## src/hw/rtl/socd_pkg.sv

```systemverilog
// Shared constants for the SOCD cleaner and stick scaling block.
package socd_pkg;

  // Default sample width of the converter channels
  localparam int unsigned SAMPLE_BITS_DEF = 12;

  // Field widths
  localparam int unsigned DIR_W    = 4;
  localparam int unsigned BTN_W    = 8;
  localparam int unsigned REPORT_W = 8;

  // Direction key bit positions
  localparam int unsigned DIR_LEFT  = 0;
  localparam int unsigned DIR_RIGHT = 1;
  localparam int unsigned DIR_UP    = 2;
  localparam int unsigned DIR_DOWN  = 3;

  // Button key bit positions used for the triggers
  localparam int unsigned BTN_L = 5;
  localparam int unsigned BTN_R = 6;

  // Stick clamp window and output scale
  localparam int unsigned CLAMP_LO   = 965;
  localparam int unsigned CLAMP_HI   = 3180;
  localparam int unsigned SCALE_MUL  = 192;
  localparam int unsigned SCALE_DIV  = 2215;
  localparam int unsigned REPORT_LO  = 32;
  localparam int unsigned REPORT_HI  = 224;
  localparam int unsigned TRIGGER_ON = 224;

  // Offset from the clamp floor fits in this many bits (0..2215)
  localparam int unsigned DIFF_W = 12;

  // Divide by SCALE_DIV as a multiply by a rounded-up reciprocal; the shift is
  // large enough that the product error stays below one step of the divisor
  localparam int unsigned SCALE_SHIFT = 23;
  localparam longint unsigned SCALE_RECIP =
    ((longint'(SCALE_MUL) << SCALE_SHIFT) + longint'(SCALE_DIV) - 1) / longint'(SCALE_DIV);
  localparam int unsigned RECIP_W = 20;
  localparam int unsigned PROD_W  = 32;

endpackage

```

## src/hw/rtl/socd_scale.sv

```systemverilog
// Clamp one stick sample to the usable window and scale it to the report range.
module socd_scale #(
  parameter int unsigned SAMPLE_BITS = socd_pkg::SAMPLE_BITS_DEF
) (
  input  logic [SAMPLE_BITS-1:0]        sample,
  output logic [socd_pkg::REPORT_W-1:0] report
);
  import socd_pkg::*;

  localparam int unsigned CW = (SAMPLE_BITS > DIFF_W) ? SAMPLE_BITS : DIFF_W;
  localparam logic [CW-1:0] ClampLo = CW'(CLAMP_LO);
  localparam logic [CW-1:0] ClampHi = CW'(CLAMP_HI);

  logic [CW-1:0]      wide;
  logic [CW-1:0]      clamped;
  logic [DIFF_W-1:0]  diff;
  logic [RECIP_W-1:0] recip;
  logic [PROD_W-1:0]  prod;

  // Clamp to the window
  always_comb begin
    wide = CW'(sample);
    if (wide > ClampHi) begin
      clamped = ClampHi;
    end else if (wide < ClampLo) begin
      clamped = ClampLo;
    end else begin
      clamped = wide;
    end
  end

  // Offset, multiply by the reciprocal, take the integer part and add the floor
  assign diff   = clamped[DIFF_W-1:0] - DIFF_W'(CLAMP_LO);
  assign recip  = RECIP_W'(SCALE_RECIP);
  assign prod   = PROD_W'(diff) * PROD_W'(recip);
  assign report = prod[SCALE_SHIFT +: REPORT_W] + REPORT_W'(REPORT_LO);

endmodule

```

## src/hw/rtl/socd_cleaner_with_stick_scaling_unit.sv

```systemverilog
// Top level: controller report builder with SOCD cleaning and stick scaling.
//
// Usage:
//   One input word is one poll: four stick samples, four direction keys and
//   eight button keys. Each poll gives exactly one report word.
//   Both channels use valid/stall; a word moves at a rising edge with valid
//   high and stall low.
// Flow:
//   An input register feeds the scaling and cleaning logic, which loads the
//   output register; a taken poll passes through both registers in turn.
//   One poll is taken every cycle unless the receiver stalls; the rate is set by
//   the single pass through the four clamp-and-multiply lanes between the registers.
// Stall:
//   While the receiver stalls, the report holds; the input register still
//   takes a poll if it is empty, after which in_stall rises until the report is taken.
// Reset:
//   rst empties both registers and clears the key history and direction locks.
module socd_cleaner_with_stick_scaling_unit #(
  parameter int unsigned SAMPLE_BITS = socd_pkg::SAMPLE_BITS_DEF
) (
  input  logic                          clk,
  input  logic                          rst,
  input  logic                          in_valid,
  output logic                          in_stall,
  input  logic [SAMPLE_BITS-1:0]        adc_sample_ch0,
  input  logic [SAMPLE_BITS-1:0]        adc_sample_ch1,
  input  logic [SAMPLE_BITS-1:0]        adc_sample_ch2,
  input  logic [SAMPLE_BITS-1:0]        adc_sample_ch3,
  input  logic [socd_pkg::DIR_W-1:0]    direction_keys,
  input  logic [socd_pkg::BTN_W-1:0]    button_keys,
  output logic                          out_valid,
  input  logic                          out_stall,
  output logic [socd_pkg::REPORT_W-1:0] main_x_report,
  output logic [socd_pkg::REPORT_W-1:0] main_y_report,
  output logic [socd_pkg::REPORT_W-1:0] cstick_x_report,
  output logic [socd_pkg::REPORT_W-1:0] cstick_y_report,
  output logic                          pad_left,
  output logic                          pad_right,
  output logic                          pad_up,
  output logic                          pad_down,
  output logic [socd_pkg::REPORT_W-1:0] trigger_left_level,
  output logic [socd_pkg::REPORT_W-1:0] trigger_right_level,
  output logic [socd_pkg::BTN_W-1:0]    button_report
);
  import socd_pkg::*;

  // Input register
  logic                   in_reg_valid;
  logic [SAMPLE_BITS-1:0] in_ch0;
  logic [SAMPLE_BITS-1:0] in_ch1;
  logic [SAMPLE_BITS-1:0] in_ch2;
  logic [SAMPLE_BITS-1:0] in_ch3;
  logic [DIR_W-1:0]       in_dir;
  logic [BTN_W-1:0]       in_btn;

  // Key history
  logic [DIR_W-1:0] held_last_poll;
  logic [DIR_W-1:0] locked_until_release;
  logic [DIR_W-1:0] new_lock;
  logic [DIR_W-1:0] locked_until_release_next;
  logic [DIR_W-1:0] clean;

  // Scaled lanes
  logic [REPORT_W-1:0] scaled_ch0;
  logic [REPORT_W-1:0] scaled_ch1;
  logic [REPORT_W-1:0] scaled_ch2;
  logic [REPORT_W-1:0] scaled_ch3;

  logic out_adv;
  logic in_adv;
  logic in_take;
  logic move;

  // Handshake: each register advances when its successor has room
  assign out_adv  = !out_valid || !out_stall;
  assign in_adv   = !in_reg_valid || out_adv;
  assign in_stall = !in_adv;
  assign in_take  = in_valid && in_adv;
  assign move     = in_reg_valid && out_adv;

  // Lock the direction held alone last poll when its opposite is newly pressed
  always_comb begin
    new_lock            = '0;
    new_lock[DIR_LEFT]  = held_last_poll[DIR_LEFT] && in_dir[DIR_LEFT] &&
                          in_dir[DIR_RIGHT] && !held_last_poll[DIR_RIGHT];
    new_lock[DIR_RIGHT] = held_last_poll[DIR_RIGHT] && in_dir[DIR_RIGHT] &&
                          in_dir[DIR_LEFT] && !held_last_poll[DIR_LEFT];
    new_lock[DIR_UP]    = held_last_poll[DIR_UP] && in_dir[DIR_UP] &&
                          in_dir[DIR_DOWN] && !held_last_poll[DIR_DOWN];
    new_lock[DIR_DOWN]  = held_last_poll[DIR_DOWN] && in_dir[DIR_DOWN] &&
                          in_dir[DIR_UP] && !held_last_poll[DIR_UP];
    // Drop locks whose key is released
    locked_until_release_next = (locked_until_release | new_lock) & in_dir;
    clean = in_dir & ~locked_until_release_next;
  end

  // Scaling lanes
  socd_scale #(.SAMPLE_BITS(SAMPLE_BITS)) u_scale_ch0 (.sample(in_ch0), .report(scaled_ch0));
  socd_scale #(.SAMPLE_BITS(SAMPLE_BITS)) u_scale_ch1 (.sample(in_ch1), .report(scaled_ch1));
  socd_scale #(.SAMPLE_BITS(SAMPLE_BITS)) u_scale_ch2 (.sample(in_ch2), .report(scaled_ch2));
  socd_scale #(.SAMPLE_BITS(SAMPLE_BITS)) u_scale_ch3 (.sample(in_ch3), .report(scaled_ch3));

  // Control registers
  always_ff @(posedge clk) begin
    if (rst) begin
      in_reg_valid         <= 1'b0;
      out_valid            <= 1'b0;
      held_last_poll       <= '0;
      locked_until_release <= '0;
    end else begin
      if (in_adv) begin
        in_reg_valid <= in_valid;
      end
      if (out_adv) begin
        out_valid <= in_reg_valid;
      end
      if (move) begin
        held_last_poll       <= in_dir;
        locked_until_release <= locked_until_release_next;
      end
    end
  end

  // Load the input word
  always_ff @(posedge clk) begin
    if (in_take) begin
      in_ch0 <= adc_sample_ch0;
      in_ch1 <= adc_sample_ch1;
      in_ch2 <= adc_sample_ch2;
      in_ch3 <= adc_sample_ch3;
      in_dir <= direction_keys;
      in_btn <= button_keys;
    end
  end

  // Load the report word
  always_ff @(posedge clk) begin
    if (move) begin
      main_x_report       <= scaled_ch2;
      main_y_report       <= scaled_ch3;
      cstick_x_report     <= scaled_ch0;
      cstick_y_report     <= scaled_ch1;
      pad_left            <= clean[DIR_LEFT];
      pad_right           <= clean[DIR_RIGHT];
      pad_up              <= clean[DIR_UP];
      pad_down            <= clean[DIR_DOWN];
      trigger_left_level  <= in_btn[BTN_L] ? REPORT_W'(TRIGGER_ON) : '0;
      trigger_right_level <= in_btn[BTN_R] ? REPORT_W'(TRIGGER_ON) : '0;
      button_report       <= in_btn;
    end
  end

endmodule

```

## config.mk

```make
export PLATFORM = sky130hd
export DESIGN_NAME = socd_cleaner_with_stick_scaling_unit
export DESIGN_NICKNAME = d
export VERILOG_FILES = /design/src/hw/rtl/socd_pkg.sv /design/src/hw/rtl/socd_scale.sv /design/src/hw/rtl/socd_cleaner_with_stick_scaling_unit.sv
export SDC_FILE = /design/constraint.sdc
export NUM_CORES = 1
export LEC_CHECK = 0
export BUFFER_PORTS_ARGS = -buffer_cell sky130_fd_sc_hd__buf_2
export CAP_MARGIN = 20
export CORE_MARGIN = 5
export CORE_UTILIZATION = 30
export DETAILED_ROUTE_END_ITERATION = 10
export PLACE_DENSITY = 0.56
export SLEW_MARGIN = 25
export SYNTH_ARGS = -nofsm -noshare
export SYNTH_HDL_FRONTEND = slang
export SYNTH_SLANG_ARGS = --single-unit
```

## constraint.sdc

```tcl
create_clock -name clk -period 8.2 [get_ports clk]
set_input_delay 0.82 -clock clk [delete_from_list [all_inputs] [get_ports clk]]
set_output_delay 0.82 -clock clk [all_outputs]
set_load 0.05 [all_outputs]
```

==> impl_metrics.prom, run 1 <==
# TYPE chip_impl_metric gauge
chip_impl_metric{name="fp.dieArea",unit="µm²"} 59400
chip_impl_metric{name="drv.max_cap_violation_count",unit=""} 0
chip_impl_metric{name="drive_gt1_share",unit="%"} 11.2
chip_impl_metric{name="achievable-frequency",unit="GHz"} 0.130
chip_impl_info{name="cp-end-kind",value="flip-flop"} 1
chip_impl_metric{name="maximum_number_of_pins_on_one_net_before_global_route_repair",unit=""} 33
chip_impl_metric{name="initial_utilization",unit="%"} 30.4
chip_impl_metric{name="synthCells",unit=""} 1617
chip_impl_metric{name="power_leakage",unit="µW"} 0.00965
chip_impl_metric{name="clk-insertion-delay-late",unit="ps"} 450
chip_impl_metric{name="dieHeight",unit="µm"} 244
chip_impl_metric{name="num-nets-final",unit=""} 2353
chip_impl_metric{name="hold_violations",unit=""} 0
chip_impl_metric{name="detailroute.via_count",unit=""} 11269
chip_impl_metric{name="gp_routability_congestion",unit=""} 0.891
chip_impl_info{name="worst_path_most_repeated_cell",value="sky130_fd_sc_hd__ha_1"} 1
chip_impl_metric{name="setup-violations-final",unit=""} 0
chip_impl_metric{name="post-route-util",unit="%"} 34.3
chip_impl_metric{name="floorplan.die.width",unit="µm"} 244
chip_impl_info{name="timing.hold.worst.class",value="reg2reg"} 1
chip_impl_info{name="outcome",value="complete, no violations"} 1
chip_impl_metric{name="power.density",unit="nW/µm²"} 346
chip_impl_metric{name="ctsHoldBuffers",unit=""} 0
chip_impl_info{name="mostFrequentLayoutCell",value="sky130_fd_sc_hd__inv_1"} 1
chip_impl_metric{name="drt-vias-per-instance",unit=""} 4.59
chip_impl_metric{name="synth.distinct_cells",unit=""} 75
chip_impl_metric{name="filler_cell_count",unit=""} 5437
chip_impl_metric{name="num_antenna_cells",unit=""} 0
chip_impl_metric{name="grt_use_total",unit="%"} 12.9
chip_impl_metric{name="sequential_cell_area",unit="µm²"} 3320
chip_impl_metric{name="signed_area_change_from_the_synthesized_netlist_to_the_final_layout",unit="%"} 12.9
chip_impl_metric{name="antenna_found_initial",unit=""} 1
chip_impl_metric{name="ir_worst_vdd",unit="µV"} 152
chip_impl_metric{name="async_flop_share",unit="%"} 0
chip_impl_metric{name="grt_pass1_vias",unit=""} 12181
chip_impl_info{name="ctsRootBufferMaster",value="sky130_fd_sc_hd__clkbuf_16"} 1
chip_impl_metric{name="synth_enable_flop_cells",unit=""} 104
chip_impl_info{name="primary_ff_master_synth",value="sky130_fd_sc_hd__edfxtp_1"} 1
chip_impl_metric{name="cts_made_buffers",unit=""} 17
chip_impl_metric{name="path_max_fanout",unit=""} 7
chip_impl_metric{name="core-area",unit="µm²"} 53900
chip_impl_info{name="timing_worst_setup_path_type",value="reg2reg"} 1
chip_impl_info{name="layout.cells.most_common_list",value="sky130_fd_sc_hd__inv_1, sky130_fd_sc_hd__ha_1, sky130_fd_sc_hd__fa_1, sky130_fd_sc_hd__buf_2, sky130_fd_sc_hd__edfxtp_1"} 1
chip_impl_metric{name="place_hpwl",unit="µm"} 32200
chip_impl_metric{name="synth.ff_latch_count",unit=""} 114
chip_impl_metric{name="clock-skew-final",unit="ps"} 12.2
chip_impl_metric{name="cts_buffer_depth",unit=""} 2
chip_impl_metric{name="fin_total_pwr",unit="µW"} 6390
chip_impl_metric{name="synthesis.area",unit="µm²"} 16400
chip_impl_info{name="critical_path.startpoint_type",value="flip-flop"} 1
chip_impl_metric{name="first_pass_grt_wire_length",unit="µm"} 61600
chip_impl_metric{name="first_pass_iters",unit=""} 4
chip_impl_metric{name="ys_seq_area_share",unit="%"} 20.3
chip_impl_metric{name="min_delay_path_depth",unit=""} 0
chip_impl_metric{name="detailedRoute.firstIterationViolations",unit=""} 356
chip_impl_info{name="tritoncts",value="done"} 1
chip_impl_metric{name="avgRoutedWirePerCell",unit="µm"} 15.1
chip_impl_metric{name="r2r_cells",unit=""} 32
chip_impl_metric{name="antenna_nets_post_route",unit=""} 0
chip_impl_metric{name="worst_ep_arrival_time",unit="ps"} 7870
chip_impl_metric{name="critical-path-max-stage-delay",unit="ps"} 540
chip_impl_metric{name="path_clk_slew",unit="ps"} 60
chip_impl_metric{name="cp.required",unit="ps"} 8390
chip_impl_info{name="crit_slowest_cell",value="sky130_fd_sc_hd__fa_1"} 1
chip_impl_metric{name="max-slew-margin-rel",unit="%"} 48.8
chip_impl_metric{name="finalWorstPathRequiredPeriod",unit="ps"} 7680
chip_impl_metric{name="port_buffers",unit=""} 115
chip_impl_metric{name="cts.htree.levels",unit=""} 4
chip_impl_metric{name="design.portCount",unit=""} 126
chip_impl_metric{name="drt_drc",unit=""} 0
chip_impl_metric{name="final_min_period_over_clock_period",unit="%"} 93.6
chip_impl_metric{name="tritoncts_num_sinks",unit=""} 114
chip_impl_metric{name="timing_worst_slew_pin_value",unit="ps"} 761
chip_impl_metric{name="post_synth.cell_area_avg",unit="µm²"} 10.1
chip_impl_metric{name="rows",unit=""} 85
chip_impl_metric{name="drv_slew",unit=""} 0
chip_impl_metric{name="yosys_warnings",unit=""} 0
chip_impl_metric{name="reg2reg_slack",unit="ps"} 520
chip_impl_metric{name="footprint_of_the_multi_input_gates",unit="µm²"} 11500
chip_impl_metric{name="route.final.wire_length",unit="µm"} 37100
chip_impl_metric{name="global_route.overflow_total",unit=""} 0
[path summary, 6_finish.rpt]
path | startpoint | end
setup / recovery | in_ch2[0]$_DFFE_PP_ | main_x_report[7]$_DFFE_PP_
hold / removal | in_btn[6]$_DFFE_PP_ | button_report[6]$_DFFE_PP_
hold reg to reg | in_btn[6]$_DFFE_PP_ | button_report[6]$_DFFE_PP_
setup reg to reg | in_ch2[0]$_DFFE_PP_ | main_x_report[7]$_DFFE_PP_
[critical path, delay by kind of cell, from the launching register on]
kind / cells / cell delay [ps]
AOI/OAI and AO/OA: 8 / 1910
adders and majority gates: 8 / 2670
and+or+nand+nor: 7 / 1270
DFF: 1 / 430
buffers and inverters: 3 / 190
xor gates and xnor gates: 6 / 940
[final cells by class]
cell class              count  area share (%)
multi-input cells        1100            62.3
flip-flops and latches    114            18.0
inverters                 385            7.81
well taps                 696            4.71
repair buffers            131            3.80
clock buffers              17            2.30
clock inverters            14            1.10
[sequential cells by signal, summed over array words and instances, names as in the netlist, 4 cells and up]
signal and count:
in_ch1 12, main_y_report 8, in_ch0 12, button_report 8, cstick_y_report 8, in_dir 4, main_x_report 8, held_last_poll 4
locked_until_release 4, in_ch3 12, in_btn 8, in_ch2 12, cstick_x_report 8
[repair_timing]
| action | 4_1_cts | 5_1_grt |
|---|---|---|
| resized for setup | 0 | 9 |
| setup endpoints to repair | 0 | 3 |
| setup buffers | 0 | 1 |
[cell families after synthesis]
family | Yosys count | share of synthesized area [%]
buf+inv | 413 | 9.89
simple gates | 259 | 7.79
xor+xnor | 69 | 3.69
flops | 114 | 20.3
fa+ha+maj | 541 | 49.0
other cells | 1 | 0.0229
compound gates | 220 | 9.30
[metrics by stage]
stage / setup TNS [ps] / cells / instance area [µm²] / hold WS [ps] / setup slack [ps]
2_1_floorplan: 0 / 1627 / 16400 / 400 / 898
3_3_place_gp: 0 / 2424 / 17800 / 403 / 471
3_5_place_dp: 0 / 2424 / 17800 / 408 / 250
4_1_cts: 0 / 2455 / 18400 / 415 / 246
5_1_grt: -28.0 / 2457 / 18500 / 426 / -28.0
6_report: 0 / 2457 / 18500 / 414 / 522
[layer usage]
metal	global-route usage, %	wire, µm
met1	16.8	17500
met2	22.0	17700
met3	2.41	1320
met4	3.58	615
met5	0	0
[power by group]
group          switching (µW)  internal [µW]  total [µW]
clock                     306            511         817
sequential               46.5            845         892
combinational            2790           1900        4680
total                    3140           3250        6390
[cell usage after synthesis (9+ instances only)]
| cell type | count | area, µm² |
|---|---|---|
| sky130_fd_sc_hd__inv_1 | 384 | 1440 |
| sky130_fd_sc_hd__ha_1 | 372 | 4650 |
| sky130_fd_sc_hd__fa_1 | 168 | 3360 |
| sky130_fd_sc_hd__edfxtp_1 | 104 | 3120 |
| sky130_fd_sc_hd__nor2_1 | 74 | 278 |
| sky130_fd_sc_hd__a21oi_1 | 60 | 300 |
| sky130_fd_sc_hd__nand2_1 | 57 | 214 |
| sky130_fd_sc_hd__o21ai_0 | 40 | 200 |
| sky130_fd_sc_hd__xnor2_1 | 37 | 324 |
| sky130_fd_sc_hd__xor2_1 | 32 | 280 |
| sky130_fd_sc_hd__nand3_1 | 27 | 135 |
| sky130_fd_sc_hd__nor3_1 | 27 | 135 |
| sky130_fd_sc_hd__a21o_1 | 22 | 165 |
| sky130_fd_sc_hd__o21a_1 | 20 | 150 |
| sky130_fd_sc_hd__buf_4 | 16 | 120 |
| sky130_fd_sc_hd__or2_2 | 13 | 81.3 |
| sky130_fd_sc_hd__and3_1 | 11 | 68.8 |
| sky130_fd_sc_hd__dfxtp_1 | 10 | 200 |
| sky130_fd_sc_hd__clkbuf_1 | 9 | 33.8 |
| sky130_fd_sc_hd__nand4_1 | 9 | 56.3 |
Power figures use the tool's default switching activity.
==> run 2, diff against run 1 <==
--- a/config.mk
+++ b/config.mk
@@ -7,3 +7,2 @@
 export LEC_CHECK = 0
-export BUFFER_PORTS_ARGS = -buffer_cell sky130_fd_sc_hd__buf_2
 export CAP_MARGIN = 20
@@ -12,3 +11,4 @@
 export DETAILED_ROUTE_END_ITERATION = 10
-export PLACE_DENSITY = 0.56
+export DONT_BUFFER_PORTS = 1
+export PLACE_DENSITY = 0.54
 export SLEW_MARGIN = 25
==> constraint.sdc (replaced) <==
create_clock -name clk -period 8.2 [get_ports clk]
set_input_delay 1.64 -clock clk [delete_from_list [all_inputs] [get_ports clk]]
set_output_delay 1.64 -clock clk [all_outputs]
set_load 0.05 [all_outputs]
==> run 2 against run 1 <==
Non-clock buffer count is 114 lower. Count of clock-buffer cells in the layout did not move. Clock power down 2%. Wire length fell by 0.80%. Via count is 3.5% lower. Flip-flop and latch count unchanged. Core utilization down 1.0 points. Combinational power down 7.3%. Maximum frequency decreased by 0.64%. Die area stayed put. Worst setup slack got worse by 49 ps.
==> impl_metrics.prom, run 2 (same netlist as run 1, synthesis figures left out) <==
# TYPE chip_impl_metric gauge
chip_impl_metric{name="tritoncts_num_sinks",unit=""} 114
chip_impl_metric{name="detailedRoute.firstIterationViolations",unit=""} 308
chip_impl_info{name="mostFrequentLayoutCell",value="sky130_fd_sc_hd__inv_1"} 1
chip_impl_info{name="tritoncts",value="done"} 1
chip_impl_info{name="grt_setup_unrepaired",value="true"} 1
chip_impl_metric{name="antenna_nets_post_route",unit=""} 0
chip_impl_info{name="crit_slowest_cell",value="sky130_fd_sc_hd__fa_1"} 1
chip_impl_metric{name="first_pass_iters",unit=""} 5
chip_impl_info{name="critical_path.startpoint_type",value="flip-flop"} 1
chip_impl_metric{name="finalWorstPathRequiredPeriod",unit="ps"} 7730
chip_impl_metric{name="route.final.wire_length",unit="µm"} 36800
chip_impl_metric{name="max-slew-margin-rel",unit="%"} 30.8
chip_impl_metric{name="power.density",unit="nW/µm²"} 353
chip_impl_metric{name="avgRoutedWirePerCell",unit="µm"} 15.7
chip_impl_metric{name="cts_buffer_depth",unit=""} 2
chip_impl_metric{name="place_hpwl",unit="µm"} 31900
chip_impl_metric{name="achievable-frequency",unit="GHz"} 0.129
chip_impl_metric{name="path_clk_slew",unit="ps"} 70
chip_impl_metric{name="r2r_cells",unit=""} 32
chip_impl_metric{name="gp_routability_congestion",unit=""} 0.883
chip_impl_metric{name="worst_ep_arrival_time",unit="ps"} 7920
chip_impl_metric{name="min_delay_path_depth",unit=""} 0
chip_impl_metric{name="maximum_number_of_pins_on_one_net_before_global_route_repair",unit=""} 61
chip_impl_metric{name="drv.max_cap_violation_count",unit=""} 0
chip_impl_info{name="timing_worst_setup_path_type",value="reg2reg"} 1
chip_impl_metric{name="timing_worst_slew_pin_value",unit="ps"} 1040
chip_impl_metric{name="drive_gt1_share",unit="%"} 5.22
chip_impl_metric{name="fp.dieArea",unit="µm²"} 59400
chip_impl_metric{name="grt_pass1_vias",unit=""} 11630
chip_impl_metric{name="drv_slew",unit=""} 0
chip_impl_metric{name="cp.required",unit="ps"} 8390
chip_impl_metric{name="detailroute.via_count",unit=""} 10869
chip_impl_metric{name="cts.htree.levels",unit=""} 4
chip_impl_info{name="worst_path_most_repeated_cell",value="sky130_fd_sc_hd__ha_1"} 1
chip_impl_metric{name="timing.hold.ws",unit="ps"} 411
chip_impl_metric{name="clk-insertion-delay-late",unit="ps"} 450
chip_impl_metric{name="dp_slack",unit="ps"} 309
chip_impl_metric{name="antenna_found_initial",unit=""} 1
chip_impl_metric{name="core-area",unit="µm²"} 53900
chip_impl_metric{name="dpl_cell_area",unit="µm²"} 17300
chip_impl_metric{name="rows",unit=""} 85
chip_impl_metric{name="drt-vias-per-instance",unit=""} 4.64
chip_impl_info{name="ctsRootBufferMaster",value="sky130_fd_sc_hd__clkbuf_16"} 1
chip_impl_metric{name="setup-violations-final",unit=""} 0
chip_impl_info{name="cp-end-kind",value="flip-flop"} 1
chip_impl_metric{name="design.portCount",unit=""} 126
chip_impl_metric{name="drt_drc",unit=""} 0
chip_impl_metric{name="path_max_fanout",unit=""} 7
chip_impl_metric{name="postCtsSetupRepairBufs",unit=""} 0
chip_impl_metric{name="filler_cell_count",unit=""} 5423
chip_impl_metric{name="signed_area_change_from_the_synthesized_netlist_to_the_final_layout",unit="%"} 9.57
chip_impl_info{name="outcome",value="complete, no violations"} 1
chip_impl_info{name="timing.hold.worst.class",value="reg2reg"} 1
chip_impl_metric{name="finalSetupTns",unit="ps"} 0
chip_impl_metric{name="clock-skew-final",unit="ps"} 16.5
chip_impl_info{name="worst_path_dominant_cell_family",value="adder cells"} 1
chip_impl_metric{name="floorplan.die.width",unit="µm"} 244
chip_impl_metric{name="critical-path-max-stage-delay",unit="ps"} 540
chip_impl_metric{name="initial_utilization",unit="%"} 30.4
chip_impl_metric{name="timing.final.ws_setup",unit="ps"} 473
chip_impl_metric{name="ir_worst_vdd",unit="µV"} 165
chip_impl_info{name="layout.cells.most_common_list",value="sky130_fd_sc_hd__inv_1, sky130_fd_sc_hd__ha_1, sky130_fd_sc_hd__fa_1, sky130_fd_sc_hd__edfxtp_1, sky130_fd_sc_hd__nor2_1"} 1
chip_impl_metric{name="power_leakage",unit="µW"} 0.00921
chip_impl_metric{name="path_depth",unit=""} 32
chip_impl_metric{name="num_antenna_cells",unit=""} 0
chip_impl_metric{name="port_buffers",unit=""} 0
chip_impl_metric{name="cts_made_buffers",unit=""} 17
chip_impl_metric{name="post-route-util",unit="%"} 33.3
chip_impl_metric{name="postLayoutCellArea",unit="µm²"} 17900
chip_impl_metric{name="hold_violations",unit=""} 0
chip_impl_metric{name="cp.buffers_inverters",unit=""} 3
chip_impl_metric{name="first_pass_grt_wire_length",unit="µm"} 60600
chip_impl_metric{name="dieHeight",unit="µm"} 244
chip_impl_metric{name="grt_use_total",unit="%"} 12.7
chip_impl_metric{name="global_route.overflow_total",unit=""} 0
chip_impl_metric{name="num-nets-final",unit=""} 2239
chip_impl_metric{name="final_min_period_over_clock_period",unit="%"} 94.2
run 2: layout make-up:
cell class	instances	area [µm²]	share of cell area, %
clock buffers	17	425	2.37
clock inverters	15	193	1.07
inverters	385	1450	8.05
multi-input cells	1100	11500	64.2
flip-flops and latches	114	3320	18.5
well taps	696	871	4.85
repair buffers	17	160	0.892
run 2: final timing paths:
check / startpoint / endpoint / slack (ps)
hold / removal: in_btn[3]$_DFFE_PP_ / button_report[3]$_DFFE_PP_ / 410
setup reg to reg: in_ch2[0]$_DFFE_PP_ / main_x_report[7]$_DFFE_PP_ / 470
hold reg to reg: in_btn[3]$_DFFE_PP_ / button_report[3]$_DFFE_PP_ / 410
setup / recovery: in_ch2[0]$_DFFE_PP_ / main_x_report[7]$_DFFE_PP_ / 470
run 2: layer usage:
metal  wire, µm  track usage (%)  vias up
met1      17600             16.9     5242
met5         13                0        -
met3       1210             2.47       31
met2      17600             21.6      161
li1           -                -     5433
met4        391             2.61        2
run 2: stage by stage:
stage / total power, µW / instances
4_1_cts: 6440 / 2344
5_1_grt: 7140 / 2344
3_5_place_dp: 5560 / 2312
3_3_place_gp: 5480 / 2312
2_1_floorplan: 4430 / 1627
6_report: 6340 / 2344
run 2: worst register-to-register path: cells and delay by family, from the launching register on:
family          cells  cell delay (ps)
fa+ha+maj           8             2670
compound gates      8             1970
simple gates        7             1290
xor+xnor            6              920
flops               1              430
buf+inv             3              200
run 2: power by group:
part           switching (µW)  internal [µW]
combinational            2500           1850
sequential                339            853
clock                     313            486
run 2: repair_timing:
action | 4_1_cts | 5_1_grt
gates resized for setup | 0 | 10
setup endpoints to repair | 0 | 3
hold buffers | 0 | 0
